`src/rtl/core/sfd_pkg.sv`:
```
// ----------------------------------------------------------------------------
// sfd_pkg
// Types and constants shared by the serial frame deframer modules.
// ----------------------------------------------------------------------------
package sfd_pkg;

  localparam int unsigned ByteW = 8;

  localparam logic [ByteW-1:0] NullByte = 8'h00;
  localparam logic [ByteW-1:0] SohByte  = 8'h01;
  localparam logic [ByteW-1:0] EotByte  = 8'h04;
  localparam logic [ByteW-1:0] MinLen   = 8'd3;

  typedef enum logic [1:0] {
    ST_HUNT = 2'd0,
    ST_SOH  = 2'd1,
    ST_LEN  = 2'd2,
    ST_MSG  = 2'd3
  } parse_state_e;

  typedef enum logic [1:0] {
    KIND_ID      = 2'd0,
    KIND_PAYLOAD = 2'd1,
    KIND_END     = 2'd2
  } out_kind_e;

  typedef enum logic [1:0] {
    STAT_OK        = 2'd0,
    STAT_BAD_CHECK = 2'd1,
    STAT_BAD_END   = 2'd2,
    STAT_BAD_LEN   = 2'd3
  } frame_status_e;

  typedef struct packed {
    out_kind_e        kind;
    logic [ByteW-1:0] data;
    frame_status_e    status;
    logic [ByteW-1:0] plen;
  } result_t;

endpackage

```
`src/rtl/core/sfd_in_stage.sv`:
```
// ----------------------------------------------------------------------------
// sfd_in_stage
// Input register holding one received byte until the parser consumes it.
// ----------------------------------------------------------------------------
module sfd_in_stage
  import sfd_pkg::*;
(
  input  logic             clk_i,
  input  logic             rst_ni,
  input  logic             in_valid_i,
  output logic             in_ready_o,
  input  logic [ByteW-1:0] rx_byte_i,
  input  logic             down_ready_i,
  output logic             step_o,
  output logic [ByteW-1:0] byte_o
);

  logic             valid_q, valid_d;
  logic [ByteW-1:0] byte_q;

  assign step_o     = valid_q & down_ready_i;
  assign in_ready_o = ~valid_q | down_ready_i;
  assign valid_d    = in_ready_o ? in_valid_i : valid_q;
  assign byte_o     = byte_q;

  always_ff @(posedge clk_i or negedge rst_ni) begin
    if (!rst_ni) begin
      valid_q <= 1'b0;
    end else begin
      valid_q <= valid_d;
    end
  end

  always_ff @(posedge clk_i) begin
    if (in_valid_i && in_ready_o) begin
      byte_q <= rx_byte_i;
    end
  end

endmodule

```
`src/rtl/core/sfd_parser.sv`:
```
// ----------------------------------------------------------------------------
// sfd_parser
// Frame state machine: hunts for null and soh, tracks length and checksum.
// ----------------------------------------------------------------------------
module sfd_parser
  import sfd_pkg::*;
(
  input  logic             clk_i,
  input  logic             rst_ni,
  input  logic             step_i,
  input  logic [ByteW-1:0] byte_i,
  output logic             res_valid_o,
  output result_t          res_o
);

  parse_state_e     state_q, state_d;
  logic [ByteW-1:0] rem_q, rem_d;
  logic [ByteW-1:0] flen_q, flen_d;
  logic [ByteW-1:0] sum_q, sum_d;
  logic [ByteW-1:0] chk_q, chk_d;
  logic [ByteW-1:0] rem_dec;
  logic [ByteW-1:0] expect_chk;

  assign rem_dec    = rem_q - 8'd1;
  assign expect_chk = 8'd0 - sum_q;

  always_comb begin
    state_d     = state_q;
    rem_d       = rem_q;
    flen_d      = flen_q;
    sum_d       = sum_q;
    chk_d       = chk_q;
    res_valid_o = 1'b0;
    res_o       = '{kind: KIND_ID, data: '0, status: STAT_OK, plen: '0};
    case (state_q)
      ST_HUNT: begin
        if (byte_i == NullByte) begin
          state_d = ST_SOH;
        end
      end
      ST_SOH: begin
        state_d = (byte_i == SohByte) ? ST_LEN : ST_HUNT;
      end
      ST_LEN: begin
        if (byte_i < MinLen) begin
          state_d      = ST_HUNT;
          rem_d        = '0;
          res_valid_o  = 1'b1;
          res_o.kind   = KIND_END;
          res_o.status = STAT_BAD_LEN;
        end else begin
          state_d = ST_MSG;
          flen_d  = byte_i;
          rem_d   = byte_i;
          sum_d   = byte_i;
          chk_d   = '0;
        end
      end
      ST_MSG: begin
        rem_d = rem_dec;
        if (rem_dec == '0) begin
          state_d      = ST_HUNT;
          res_valid_o  = 1'b1;
          res_o.kind   = KIND_END;
          res_o.plen   = flen_q - MinLen;
          if (byte_i != EotByte) begin
            res_o.status = STAT_BAD_END;
          end else if (expect_chk != chk_q) begin
            res_o.status = STAT_BAD_CHECK;
          end else begin
            res_o.status = STAT_OK;
          end
        end else if (rem_dec == 8'd1) begin
          chk_d = byte_i;
        end else begin
          sum_d       = sum_q + byte_i;
          res_valid_o = 1'b1;
          res_o.data  = byte_i;
          res_o.kind  = (rem_q == flen_q) ? KIND_ID : KIND_PAYLOAD;
        end
      end
      default: begin
        state_d = ST_HUNT;
      end
    endcase
  end

  always_ff @(posedge clk_i or negedge rst_ni) begin
    if (!rst_ni) begin
      state_q <= ST_HUNT;
      rem_q   <= '0;
      flen_q  <= '0;
      sum_q   <= '0;
      chk_q   <= '0;
    end else if (step_i) begin
      state_q <= state_d;
      rem_q   <= rem_d;
      flen_q  <= flen_d;
      sum_q   <= sum_d;
      chk_q   <= chk_d;
    end
  end

endmodule

```
`src/rtl/core/sfd_out_stage.sv`:
```
// ----------------------------------------------------------------------------
// sfd_out_stage
// Result register holding one result until the consumer takes it.
// ----------------------------------------------------------------------------
module sfd_out_stage
  import sfd_pkg::*;
(
  input  logic    clk_i,
  input  logic    rst_ni,
  input  logic    step_i,
  input  logic    res_valid_i,
  input  result_t res_i,
  output logic    ready_o,
  output logic    out_valid_o,
  input  logic    out_ready_i,
  output result_t res_o
);

  logic    valid_q, valid_d;
  result_t res_q;
  logic    load;

  assign ready_o     = ~valid_q | out_ready_i;
  assign load        = step_i & res_valid_i;
  assign valid_d     = ready_o ? load : valid_q;
  assign out_valid_o = valid_q;
  assign res_o       = res_q;

  always_ff @(posedge clk_i or negedge rst_ni) begin
    if (!rst_ni) begin
      valid_q <= 1'b0;
    end else begin
      valid_q <= valid_d;
    end
  end

  always_ff @(posedge clk_i) begin
    if (load) begin
      res_q <= res_i;
    end
  end

endmodule

```
`src/rtl/core/serial_frame_deframer.sv`:
```
// ----------------------------------------------------------------------------
// serial_frame_deframer
// Finds null/soh framed messages in a byte stream, passes out the id and
// payload bytes and reports a frame-end status with the payload length.
// ----------------------------------------------------------------------------
//  channel  | handshake             | payload
//  ---------+-----------------------+---------------------------------------
//  input    | in_valid_i/in_ready_o | rx_byte_i
//  output   | out_valid_o/out_ready_i | out_kind_o out_byte_o frame_status_o
//           |                       | payload_length_o
//
// one byte per cycle sustained while the output does not stall; an accepted byte
// passes the input register, then its result is held in the result register
// bytes that give no result are consumed without touching the output side
// reset clears both stage valids and returns the parser to hunting
// a stalled output holds the result register and backs up into the input
// register, which then deasserts in_ready_o
// ----------------------------------------------------------------------------
module serial_frame_deframer
  import sfd_pkg::*;
(
  input  logic             clk_i,
  input  logic             rst_ni,
  input  logic             in_valid_i,
  output logic             in_ready_o,
  input  logic [ByteW-1:0] rx_byte_i,
  output logic             out_valid_o,
  input  logic             out_ready_i,
  output logic [1:0]       out_kind_o,
  output logic [ByteW-1:0] out_byte_o,
  output logic [1:0]       frame_status_o,
  output logic [ByteW-1:0] payload_length_o
);

  logic             step;
  logic             down_ready;
  logic [ByteW-1:0] cur_byte;
  logic             res_valid;
  result_t          res;
  result_t          res_out;

  sfd_in_stage u_in_stage (
    .clk_i       (clk_i),
    .rst_ni      (rst_ni),
    .in_valid_i  (in_valid_i),
    .in_ready_o  (in_ready_o),
    .rx_byte_i   (rx_byte_i),
    .down_ready_i(down_ready),
    .step_o      (step),
    .byte_o      (cur_byte)
  );

  sfd_parser u_parser (
    .clk_i      (clk_i),
    .rst_ni     (rst_ni),
    .step_i     (step),
    .byte_i     (cur_byte),
    .res_valid_o(res_valid),
    .res_o      (res)
  );

  sfd_out_stage u_out_stage (
    .clk_i      (clk_i),
    .rst_ni     (rst_ni),
    .step_i     (step),
    .res_valid_i(res_valid),
    .res_i      (res),
    .ready_o    (down_ready),
    .out_valid_o(out_valid_o),
    .out_ready_i(out_ready_i),
    .res_o      (res_out)
  );

  assign out_kind_o       = res_out.kind;
  assign out_byte_o       = res_out.data;
  assign frame_status_o   = res_out.status;
  assign payload_length_o = res_out.plen;

endmodule

```
`config.mk`:
```
export PLATFORM = sky130hd
export DESIGN_NAME = serial_frame_deframer
export DESIGN_NICKNAME = d
export VERILOG_FILES = /design/src/rtl/core/sfd_pkg.sv /design/src/rtl/core/sfd_in_stage.sv /design/src/rtl/core/sfd_parser.sv /design/src/rtl/core/sfd_out_stage.sv /design/src/rtl/core/serial_frame_deframer.sv
export SDC_FILE = /design/constraint.sdc
export NUM_CORES = 1
export LEC_CHECK = 0
export CAP_MARGIN = 20
export CORE_UTILIZATION = 35
export CTS_BUF_LIST = sky130_fd_sc_hd__clkbuf_8
export DETAILED_ROUTE_END_ITERATION = 10
export DONT_BUFFER_PORTS = 1
export GPL_ROUTABILITY_DRIVEN = 0
export HOLD_SLACK_MARGIN = 0.02
export PLACE_DENSITY = 0.48
export SLEW_MARGIN = 0
export SYNTH_ARGS = -nofsm -noshare
export SYNTH_HDL_FRONTEND = slang
export SYNTH_SLANG_ARGS = --single-unit
```
`constraint.sdc`:
```
create_clock -name clk_i -period 6.7 [get_ports clk_i]
set_input_delay 0.67 -clock clk_i [delete_from_list [all_inputs] [get_ports clk_i]]
set_output_delay 0.67 -clock clk_i [all_outputs]
set_load 0.02 [all_outputs]
```
# Word level (Yosys, flattened, before mapping)
# Index checks and enable logic that the tools add are counted.
# op_classes
add_sub_neg	4
eq_ne	14
order_cmp	1
n_bitwise	8
reduce_logical	12
mux	29
# op_table
cell	count
2-to-1 mux 8 bit	7
case mux 8 bit (2 select lines)	3
2-to-1 mux 10 bit	2
equality test 8 x 1 -> 1 bit, second input constant	2
zero test 8 bit	2
2-to-1 mux 2 bit	8
AND reduction 5 bit	2
adder 8 bit	1
equality test 8 bit	1
less-than comparator 8 x 2 -> 1 bit, second input constant	1
inequality test 8 x 3 -> 1 bit, second input constant	1
inequality test 8 bit	1
case mux 2 bit (2 select lines)	2
case mux 2 bit (4 select lines)	1
subtractor 1 x 8 -> 8 bit, first input constant	1
subtractor 8 x 1 -> 8 bit, second input constant	1
subtractor 8 x 2 -> 8 bit, second input constant	1
inequality test 2 x 1 -> 1 bit, second input constant	3
inequality test 2 bit, second input constant	3
AND reduction 3 bit	2
2-to-1 mux 1 bit	5
equality test 2 bit, second input constant	2
inverter 1 bit	4
AND reduction 2 bit	2
8 further kinds	10
# word_totals
ff_bits	64
input_bits	12
wordCells	80

# Logic depth before layout (Yosys ltp)
# Gate-level depths: netlist (run 1).
# logic_depth
depth_word	6
ltp_mapped	9
depth_no_buf	9

# Hierarchy
# From an unflattened synthesis (run 1), not the netlist that was laid out.
# hier_totals
hier_cells	346
hier_area_um2	3560.9
# modules_own_cells
mod	cells_per_inst	area_per_inst_um2	n_inst
sfd_parser	308	2607.5	1
sfd_out_stage	25	653.1	1
sfd_in_stage	13	300.3	1

# Worst setup path after synthesis (run 1)
# OpenSTA, ideal clock, no wires.
# synth_path
path_type	reg2reg
from	reg u_parser.rem_q[0]
to	reg u_out_stage.res_q (netlist bit u_out_stage.res_o[0]) (enable)
stages_incl_launch_ff	8
arrival_time_ns	2.677
required_ns	6.296
setup_slack_ns	3.620
cell_sequence	dfrtp_1 -> inv_1 -> ha_1 -> and4_1 -> or3_2 -> nand2_2 -> o21ai_0 -> a21oi_1
# synth_between
elab_chain_cells	6
# synth_rtl
element	line	rtl
from (decl)	sfd_parser.sv:17	logic [ByteW-1:0] rem_q, rem_d;
from (signal assigned)	sfd_parser.sv:97	rem_q <= rem_d;
subtractor 8 x 1 -> 8 bit *	sfd_parser.sv:24	assign rem_dec = rem_q - 8'd1;
equality test 8 x 1 -> 1 bit	sfd_parser.sv:73	end else if (rem_dec == 8'd1) begin
2-to-1 mux 1 bit	sfd_parser.sv:73	
2-to-1 mux 1 bit *	sfd_parser.sv:61	if (rem_dec == '0) begin
case mux 1 bit (2 select lines) *	sfd_parser.sv:35	case (state_q)
bitwise AND 1 bit *	sfd_out_stage.sv:24	assign load = step_i & res_valid_i;
via u_out_stage.load	sfd_out_stage.sv:21	logic load;
to (signal assigned)	sfd_out_stage.sv:39	res_q <= res_i;
to (decl)	sfd_out_stage.sv:20	result_t res_q;
# The timed path passes the listed nets; every way through them passes the cells marked *.
# A chain may end at the register's enable or synchronous reset.

==> reports/qor.yml, run 1 <==
logic_synthesis:
  syn_nets: 383
  syn_inst: 358
  synthTopCellsByCount: "dfrtp_1, edfxtp_1, nor2_1"
  synth.distinct_cells: 62
  ys_top_cells_by_area: "dfrtp_1, edfxtp_1, ha_1, xor2_1, xnor2_1"
  syn_avg_cell_area_um2: 10.46
  asyncSetResetFlopFracSynth_pct: 56.25
  ys_ff_latch: 64
  synth_seq_area_share_pct: 46.52
  syn_area_um2: 3744
  yosysMostFrequentCell: "dfrtp_1"
  synth_edf_count: 28
  synth_top_area_cell: "dfrtp_1"
  synth_top_area_share_pct: 24.06
  synthFlopType: "dfrtp_1"
  yosysWarnings: 0
timing:
  slew_headroom_pct: 39.79
  setup_slack_ns: 3.864
  fmax_mhz: 352.6
  clock_skew_ns: 0.01367
  setup-violations-final: 0
  post-route-period-util_pct: 42.32
  worst_pin_slew_ns: 0.9010
  hold_viol: 0
  maxSlewViolCount: 0
  final.min_clock_period_ns: 2.836
  fin_hold_ws_ns: 0.1524
  setup_tns_ns: 0
  rsz0062_at_grt: "false"
hold_path:
  hold_path.class: "in -> async"
floorplanning:
  pin_count: 34
  die_w_um: 105.4
  start_util_pct: 36.10
  dieHeight_um: 105.4
  rows: 37
  die_area_um2: 11110
  fp.coreArea_um2: 10370
power_and_ir_drop:
  cellLeakagePower_nw: 1.653
  peakVddDrop_uv: 85.51
  power.density_nw_per_um2: 192.2
  p_total_mw: 0.7839
finish:
  antenna_cells: 0
  final_util_pct: 39.33
  design_area_um2: 4079
  fin_nets: 382
  drive_gt1_share_pct: 13.26
  finalNonFillerCells: 498
  syn2layout_area_growth_pct: 8.957
run_status:
  outcome: "completed"
critical_path:
  crit_path_end_kind: "register"
  startpoint_type: "register"
  cp_cell_sequence: "inv_1, ha_1, or2_2, o32ai_1, nor3_1, nor2_2, nand3_1, o31ai_1"
  crit_required_ns: 6.86
  slowest_delay_ns: 0.48
  r2r_slack_ns: 3.86
  path_max_fanout: 11
  worst_path_max_delay_cell: "dfrtp_1"
  arrival_ns: 3.00
  reg2reg_depth: 8
  r2r-end: "u_out_stage.res_o[8]"
  worst_r2r_startpoint: "u_parser.rem_q[0]"
  worstSetupPathType: "reg -> reg"
placement:
  dp_slack_ns: 3.592
  dpl_cell_area_um2: 3857
  port_buffers: 0
  hpwl_um: 6090
  dp_cells: 480
job:
  timing.max_cap.violations: 0
clock_network:
  insertion_delay_ns: 0.35
  numCtsBuffers: 9
  cts_root_buf: "clkbuf_8"
  h-tree-depth: 3
  cts_tree: "built"
  clock_sinks: 64
  cts_buffer_depth: 2
  cts.reportedPaths.clkPinSlew_ns: 0.08
  cts_setup_buffers: 0
grt:
  grt_pass1_vias: 2635
  overflow: 0
  grt_max_degree: 37
  track_usage_pct: 17.76
  grt_pass1_wl_um: 14850
  antenna_found_initial: 0
drt:
  drc: 0
  drt-vias-per-instance: 5.406
  postRouteWirelength_um: 8890
  wl_per_cell_um: 17.85
  ant_nets: 0
  drt-initial-drc-count: 194
  dr.pass1.iters: 4
  num_vias: 2692
## timing repair
action	in CTS	in global routing
hold buffers	1	0
endpoints found under the hold margin	36	0
gates resized for setup	0	0
## critical path: cells and delay by family, from the launching register on
family / cells / cell delay [ns]
adders and majority gates: 1 / 0.29
buffers and inverters: 1 / 0.12
AOI/OAI and AO/OA: 2 / 0.65
and+or+nand+nor: 4 / 1.12
DFF: 1 / 0.48
## area by class of cell
class                   count  area, um^2
inverters                  14       52.55
multi-input cells         264        1878
repair buffers              4       50.05
fillers                  1070        6291
well taps                 136       170.2
clock inverters             7       62.56
clock buffers               9       123.9
flip-flops and latches     64        1742
## sequential cells by signal, indices dropped and copies added (netlist names)
signal and count:
u_in_stage.byte_o 8, u_in_stage.valid_q 1, u_out_stage.out_valid_o 1, u_out_stage.res_o 20, u_parser.chk_q 8, u_parser.flen_q 8, u_parser.rem_q 8, u_parser.state_q 2
u_parser.sum_q 8
## cell usage in the layout, fill, tap and decap left out, types with 5 or more instances in the layout
cell,netlist,final
a21oi_1,14,13
a22o_1,10,10
a31oi_1,5,5
and2_1,10,10
clkbuf_8,0,9
clkinv_2,0,5
dfrtp_1,36,36
edfxtp_1,28,28
ha_1,12,12
inv_1,14,14
mux2_2,9,9
mux2_4,5,5
mux2i_1,5,5
nand2_1,24,24
nand3_1,6,6
nor2_1,26,26
nor3_1,8,8
nor4_1,11,11
o21ai_0,24,24
xnor2_1,15,15
xor2_1,16,16
## cells by family after synthesis
family	count (synthesis)	share of synthesized area, %
and+or+nand+nor	119	17.28
AOI/OAI and AO/OA	82	14.94
DFF	64	46.52
xor gates and xnor gates	31	7.253
buffers and inverters	30	3.409
muxes	19	6.050
adders and majority gates	13	4.545
## power by group
group | internal [mW] | switching [mW] | leakage [nW] | total, mW
clock network | 0.168 | 0.162 | 0.0985 | 0.330
registers | 0.412 | 0.0111 | 0.701 | 0.423
logic | 0.0123 | 0.0184 | 0.853 | 0.0307
## worst max-delay path by stage
stage                                 start                     to  cells after the start  slack [ns]
after global placement    u_parser.rem_q[0]   u_out_stage.res_o[7]                      7        3.64
after floorplan           u_parser.rem_q[0]   u_out_stage.res_o[0]                      7        3.62
after detailed placement  u_parser.rem_q[0]  u_out_stage.res_o[18]                      8        3.59
after global routing      u_parser.rem_q[0]  u_out_stage.res_o[18]                      8        3.62
final                     u_parser.rem_q[0]   u_out_stage.res_o[8]                      8        3.86
after CTS                 u_parser.rem_q[0]   u_out_stage.res_o[3]                      8        3.57
## layer usage
metal | track usage, % | vias up | part of all wire [%]
met4 | 6.338 | 0 | 1.5
met2 | 25.05 | 58 | 42
met3 | 4.700 | 9 | 4.8
met5 | 0 | - | 0
met1 | 25.87 | 1308 | 52
li1 | - | 1317 | -
Note: power is estimated with default switching activity, not from simulation.
==> run 2: changes to the inputs <==
- PLACE_DENSITY: 0.48 -> 0.5
- clock period: 6.7 -> 2.28 ns (I/O delays scaled with it)
==> run 2 against run 1 <==
  * Die area stayed put
  * Via count is 12% higher
  * Power grew to 3.0 times the previous value
  * Final cell count is 14% higher
  * First-iteration DRC count is 49% lower
==> reports/qor.yml, run 2 (synthesized netlist as in run 1, its figures left out) <==
finish:
  syn2layout_area_growth_pct: 28.64
  fin_nets: 453  # +19%
  largest_reg_flops: 20  # unchanged
  antenna_cells: 0  # unchanged
  layout_commonest_cell: "buf_4"
  design_area_um2: 4816  # +18%
  drive_gt1_share_pct: 28.64  # +15 points
  fillers: 996  # -6.9%
  layout_common_cells: "buf_4, dfrtp_1, edfxtp_1"
grt:
  overflow: 0  # unchanged
  grt_pass1_vias: 2990  # +13%
  antenna_found_initial: 0  # unchanged
  grt_max_degree: 37  # unchanged
  grt_pass1_wl_um: 15460  # +4.1%
  track_usage_pct: 18.11  # +0.36 points
timing:
  setup_tns_ns: 0  # unchanged
  fmax_mhz: 440.8  # +25%
  clock_skew_ns: 0.01276  # -0.0009140 ns
  final.min_clock_period_ns: 2.269  # -0.5671 ns
  slew_headroom_pct: 67.79  # +28 points
  worst_pin_slew_ns: 0.4710  # -0.4300 ns
  post-route-period-util_pct: 99.50  # +57 points
  hold_viol: 0  # unchanged
  rsz0062_at_grt: "true"
  fin_hold_ws_ns: 0.1694  # +0.01699 ns
  setup-violations-final: 0  # unchanged
  maxSlewViolCount: 0  # unchanged
power_and_ir_drop:
  peakVddDrop_uv: 267.0  # +210%
  cellLeakagePower_nw: 2.009  # +22%
  p_total_mw: 2.374  # +200%
  power.density_nw_per_um2: 493.0  # +160%
floorplanning:
  die_area_um2: 11110  # unchanged
  pin_count: 34  # unchanged
  rows: 37  # unchanged
  dieHeight_um: 105.4  # unchanged
  start_util_pct: 36.10  # unchanged
  die_w_um: 105.4  # unchanged
  fp.coreArea_um2: 10370  # unchanged
drt:
  wl_per_cell_um: 16.78  # -6.0%
  drc: 0  # unchanged
  postRouteWirelength_um: 9545  # +7.4%
  ant_nets: 0  # unchanged
  num_vias: 3007  # +12%
  drt-initial-drc-count: 99  # -49%
  dr.pass1.iters: 4  # unchanged
  drt-vias-per-instance: 5.285  # -2.2%
clock_network:
  h-tree-depth: 3  # unchanged
  numCtsBuffers: 9  # unchanged
  cts.reportedPaths.clkPinSlew_ns: 0.07  # about the same
  insertion_delay_ns: 0.35  # about the same
  clock_sinks: 64  # unchanged
  cts_root_buf: "clkbuf_8"
  cts_tree: "built"
  cts_buffer_depth: 2  # unchanged
critical_path:
  crit_required_ns: 2.51  # -4.35 ns
  path_max_fanout: 6  # -5
  arrival_ns: 2.49  # -0.51 ns
  crit_path_end_kind: "register"
  worstSetupPathType: "reg -> reg"
  startpoint_type: "register"
run_status:
  outcome: "completed"
placement:
  hpwl_um: 6887  # +13%
  port_buffers: 0  # unchanged
  dpl_cell_area_um2: 4272  # +11%
job:
  timing.max_cap.violations: 0  # unchanged
hold_path:
  hold_path.class: "in -> reg"
==> run 2: per-layer routing <==
layer	up-vias	global-route usage [%]	part of all wire [%]
li1	1468	-	-
met5	-	0	0
met4	0	5.433	1.2
met2	64	28.62	46
met3	10	3.340	3.5
met1	1465	25.19	49
==> run 2: worst paths after layout <==
| check | from | end | slack [ns] | cells after the start |
|---|---|---|---|---|
| min in group asynchronous | rst_ni | u_parser.flen_q[6] | 0.33 | 2 |
| max reg2reg | u_parser.rem_q[1] | u_parser.sum_q[6] | 0.01 | 11 |
| max | u_parser.rem_q[1] | u_parser.sum_q[6] | 0.01 | 11 |
| min reg2reg | u_parser.chk_q[1] | u_parser.chk_q[1] | 0.54 | 1 |
| max in group asynchronous | rst_ni | u_parser.sum_q[1] | 1.75 | 2 |
| min | out_ready_i | u_out_stage.out_valid_o | 0.17 | 2 |
==> run 2: cell type report <==
type / instances / area [um^2] / share of cell area (%)
tap: 136 / 170.2 / 3.533
inverter: 14 / 52.55 / 1.091
multi-input combinational: 265 / 2013 / 41.80
timing repair buffer: 74 / 641.9 / 13.33
sequential: 64 / 1742 / 36.17
clock inverter: 7 / 72.57 / 1.507
clock buffer: 9 / 123.9 / 2.572
==> run 2: power breakdown <==
group | switching [mW] | total, mW | internal (mW)
sequential | 0.0123 | 1.22 | 1.21
clock | 0.489 | 0.993 | 0.504
combinational | 0.0839 | 0.159 | 0.0749
total | 0.585 | 2.37 | 1.79
==> run 2: repair_timing <==
item | in CTS | in global routing
setup endpoints to repair | 36 | 48
hold buffers | 11 | 0
gates cloned | 1 | 0
setup buffers | 1 | 8
pin swaps | 3 | 6
gates resized for setup | 7 | 15
hold endpoints to repair | 45 | 0
==> run 2: critical path: stages, from the launching register on <==
cell and delay, ns:
dfrtp_1 0.39, inv_2 0.06, ha_4 0.17, or2_4 0.26
o32ai_4 0.29, buf_4 0.15, nor3_2 0.04, nor2_2 0.14
buf_6 0.12, a31oi_4 0.09, buf_12 0.15, mux2_4 0.29
==> run 2: through the flow <==
| stage | utilization [%] | std cells | setup slack [ns] |
|---|---|---|---|
| 2_1_floorplan | - | 358 | 0.04398 |
| 3_3_place_gp | 41.19 | 532 | -0.03026 |
| 3_5_place_dp | 41.19 | 532 | -0.1118 |
| 4_1_cts | 44.81 | 561 | 0.002286 |
| 5_1_grt | 46.44 | 569 | -0.06998 |
| 6_report | 46.44 | 569 | 0.01137 |
==> run 3: changes to the inputs <==
--- a/config.mk
+++ b/config.mk
@@ -15,3 +15,3 @@
 export PLACE_DENSITY = 0.5
-export SLEW_MARGIN = 0
+export SLEW_MARGIN = 20
 export SYNTH_ARGS = -nofsm -noshare
==> constraint.sdc (replaced) <==
create_clock -name clk_i -period 2.28 [get_ports clk_i]
set_input_delay 0.57 -clock clk_i [delete_from_list [all_inputs] [get_ports clk_i]]
set_output_delay 0.57 -clock clk_i [all_outputs]
set_load 0.02 [all_outputs]
==> run 3 against run 2 <==
  * Sequential cell count stayed put
  * Setup slack better by 0.00089 ns
  * Clock skew is 0.00081 ns lower
  * Via count is 1.1% lower
  * Largest power group unchanged
  * Register-to-register slack hardly changed
  * Utilization is 0.97 points lower
  * Fmax hardly changed
  * Combinational power is 8% lower
==> reports/qor.yml, run 3 (synthesized netlist as in run 1, its figures left out) <==
run_status:
  outcome: "completed"
finish:
  drive_gt1_share_pct: 29.31  # +0.68 points
  syn2layout_area_growth_pct: 25.97
  antenna_cells: 0  # unchanged
  register_area_um2: 1742  # unchanged
  final_util_pct: 45.48  # -0.97 points
  layout_common_cells: "buf_4, dfrtp_1, edfxtp_1"
  multiInputGateArea_um2: 2013  # unchanged
  fillers: 997  # +0.10%
  layout_commonest_cell: "buf_4"
  largest_reg_flops: 20  # unchanged
  fin_nets: 443  # -2.2%
critical_path:
  reg2reg_depth: 11  # unchanged
  r2r-end: "u_parser.sum_q[6]"
  crit_required_ns: 2.51  # about the same
  startpoint_type: "register"
  worst_r2r_startpoint: "u_parser.rem_q[1]"
  crit_path_end_kind: "register"
  crit_start: "u_parser.rem_q[1]"
  path_max_fanout: 6  # unchanged
  arrival_ns: 2.49  # about the same
  r2r_slack_ns: 0.01  # about the same
  worstSetupPathType: "reg -> reg"
drt:
  drt-initial-drc-count: 121  # +22%
  num_vias: 2974  # -1.1%
  ant_nets: 0  # unchanged
  postRouteWirelength_um: 9499  # -0.48%
  drc: 0  # unchanged
  dr.pass1.iters: 4  # unchanged
  drt-vias-per-instance: 5.320  # +0.67%
  wl_per_cell_um: 16.99  # +1.3%
placement:
  dp_slack_ns: -0.1118  # unchanged
  port_buffers: 0  # unchanged
  hpwl_um: 6887  # unchanged
clock_network:
  clock_sinks: 64  # unchanged
  numCtsBuffers: 9  # unchanged
  cts_tree: "built"
  cts.reportedPaths.clkPinSlew_ns: 0.08  # about the same
  cts_root_buf: "clkbuf_8"
  h-tree-depth: 3  # unchanged
  cts_buffer_depth: 2  # unchanged
  insertion_delay_ns: 0.35  # about the same
grt:
  track_usage_pct: 18.07  # -0.042 points
  grt_pass1_vias: 2968  # -0.74%
  antenna_found_initial: 0  # unchanged
  overflow: 0  # unchanged
  grt_max_degree: 37  # unchanged
  grt_pass1_wl_um: 15410  # -0.36%
floorplanning:
  rows: 37  # unchanged
  pin_count: 34  # unchanged
  fp.coreArea_um2: 10370  # unchanged
  die_area_um2: 11110  # unchanged
  dieHeight_um: 105.4  # unchanged
  start_util_pct: 36.10  # unchanged
  die_w_um: 105.4  # unchanged
timing:
  setup-violations-final: 0  # unchanged
  maxSlewViolCount: 0  # unchanged
  rsz0062_at_grt: "true"
  post-route-period-util_pct: 99.46  # about the same
  hold_viol: 0  # unchanged
  clock_skew_ns: 0.01195  # -0.0008061 ns
  final.min_clock_period_ns: 2.268  # -0.0008928 ns
  fmax_mhz: 441.0  # about the same
  setup_slack_ns: 0.01227  # +0.0008928 ns
  slew_headroom_pct: 67.82  # about the same
  worst_pin_slew_ns: 0.4706  # -0.0003753 ns
hold_path:
  hold_path.class: "in -> async"
power_and_ir_drop:
  peakVddDrop_uv: 267.1  # about the same
  cellLeakagePower_nw: 1.967  # -2.1%
  power.density_nw_per_um2: 499.8  # +1.4%
job:
  timing.max_cap.violations: 0  # unchanged
[run 3: cell count changes in the layout (fill, tap and decap cells not counted), sizes merged]
| cell | previous run | this run |
|---|---|---|
| dlygate4sd3 | 10 | 0 |
[run 3: how the worst max path moves through the flow]
stage | endpoint | slack (ns)
after global placement | u_parser.chk_q[6] | -0.03
after detailed placement | u_parser.chk_q[6] | -0.11
after CTS | u_parser.sum_q[7] | 0.002
final | u_parser.sum_q[6] | 0.01
after floorplan | u_out_stage.res_o[0] | 0.04
after global routing | u_parser.sum_q[6] | -0.07
[run 3: cell type report]
type	count	area share, %
well taps	136	3.608
repair buffers	64	11.49
multi-input cells	265	42.69
flip-flops and latches	64	36.93
inverters	14	1.114
clock buffers	9	2.627
clock inverters	7	1.539
[run 3: metal layers]
metal	up-vias	part of all wire (%)	track usage, %	routed length [um]
li1	1447	-	-	-
met1	1454	49	25.06	4685
met2	63	46	28.43	4385
met3	10	3.3	3.587	315
met4	0	1.2	5.433	112
met5	-	0	0	0
[run 3: where the power goes]
| part | internal, mW | leakage, nW | switching (mW) |
|---|---|---|---|
| Sequential | 1.21 | 0.701 | 0.0120 |
| Clock | 0.504 | 0.0952 | 0.485 |
| Combinational | 0.0638 | 1.17 | 0.0817 |
[run 3: timing repair]
action	CTS	global route
hold buffers	1	0
hold endpoints to repair	36	0
pin swaps	3	6
buffers inserted	1	8
endpoints found under the setup margin	36	48
gates resized for setup	7	15
gates cloned	1	0
[run 3: critical path, cell delays in order (launching register included)]
cell	delay (ns)
dfrtp_1	0.39
inv_2	0.06
ha_4	0.17
or2_4	0.26
o32ai_4	0.29
buf_4	0.15
nor3_2	0.04
nor2_2	0.14
buf_6	0.12
a31oi_4	0.09
buf_12	0.15
mux2_4	0.29
[run 3: metrics by stage]
stage | hold WS [ns] | instances | area [um^2] | power, mW | setup TNS (ns)
floorplan | 0.2744 | 358 | 3771 | 1.313 | 0
global placement | 0.2759 | 532 | 4272 | 1.364 | -0.4747
detailed placement | 0.2759 | 532 | 4272 | 1.365 | -2.204
CTS | 0.04004 | 551 | 4547 | 2.384 | 0
global route | 0.04809 | 559 | 4716 | 2.446 | -1.670
finish | 0.04947 | 559 | 4716 | 2.357 | 0
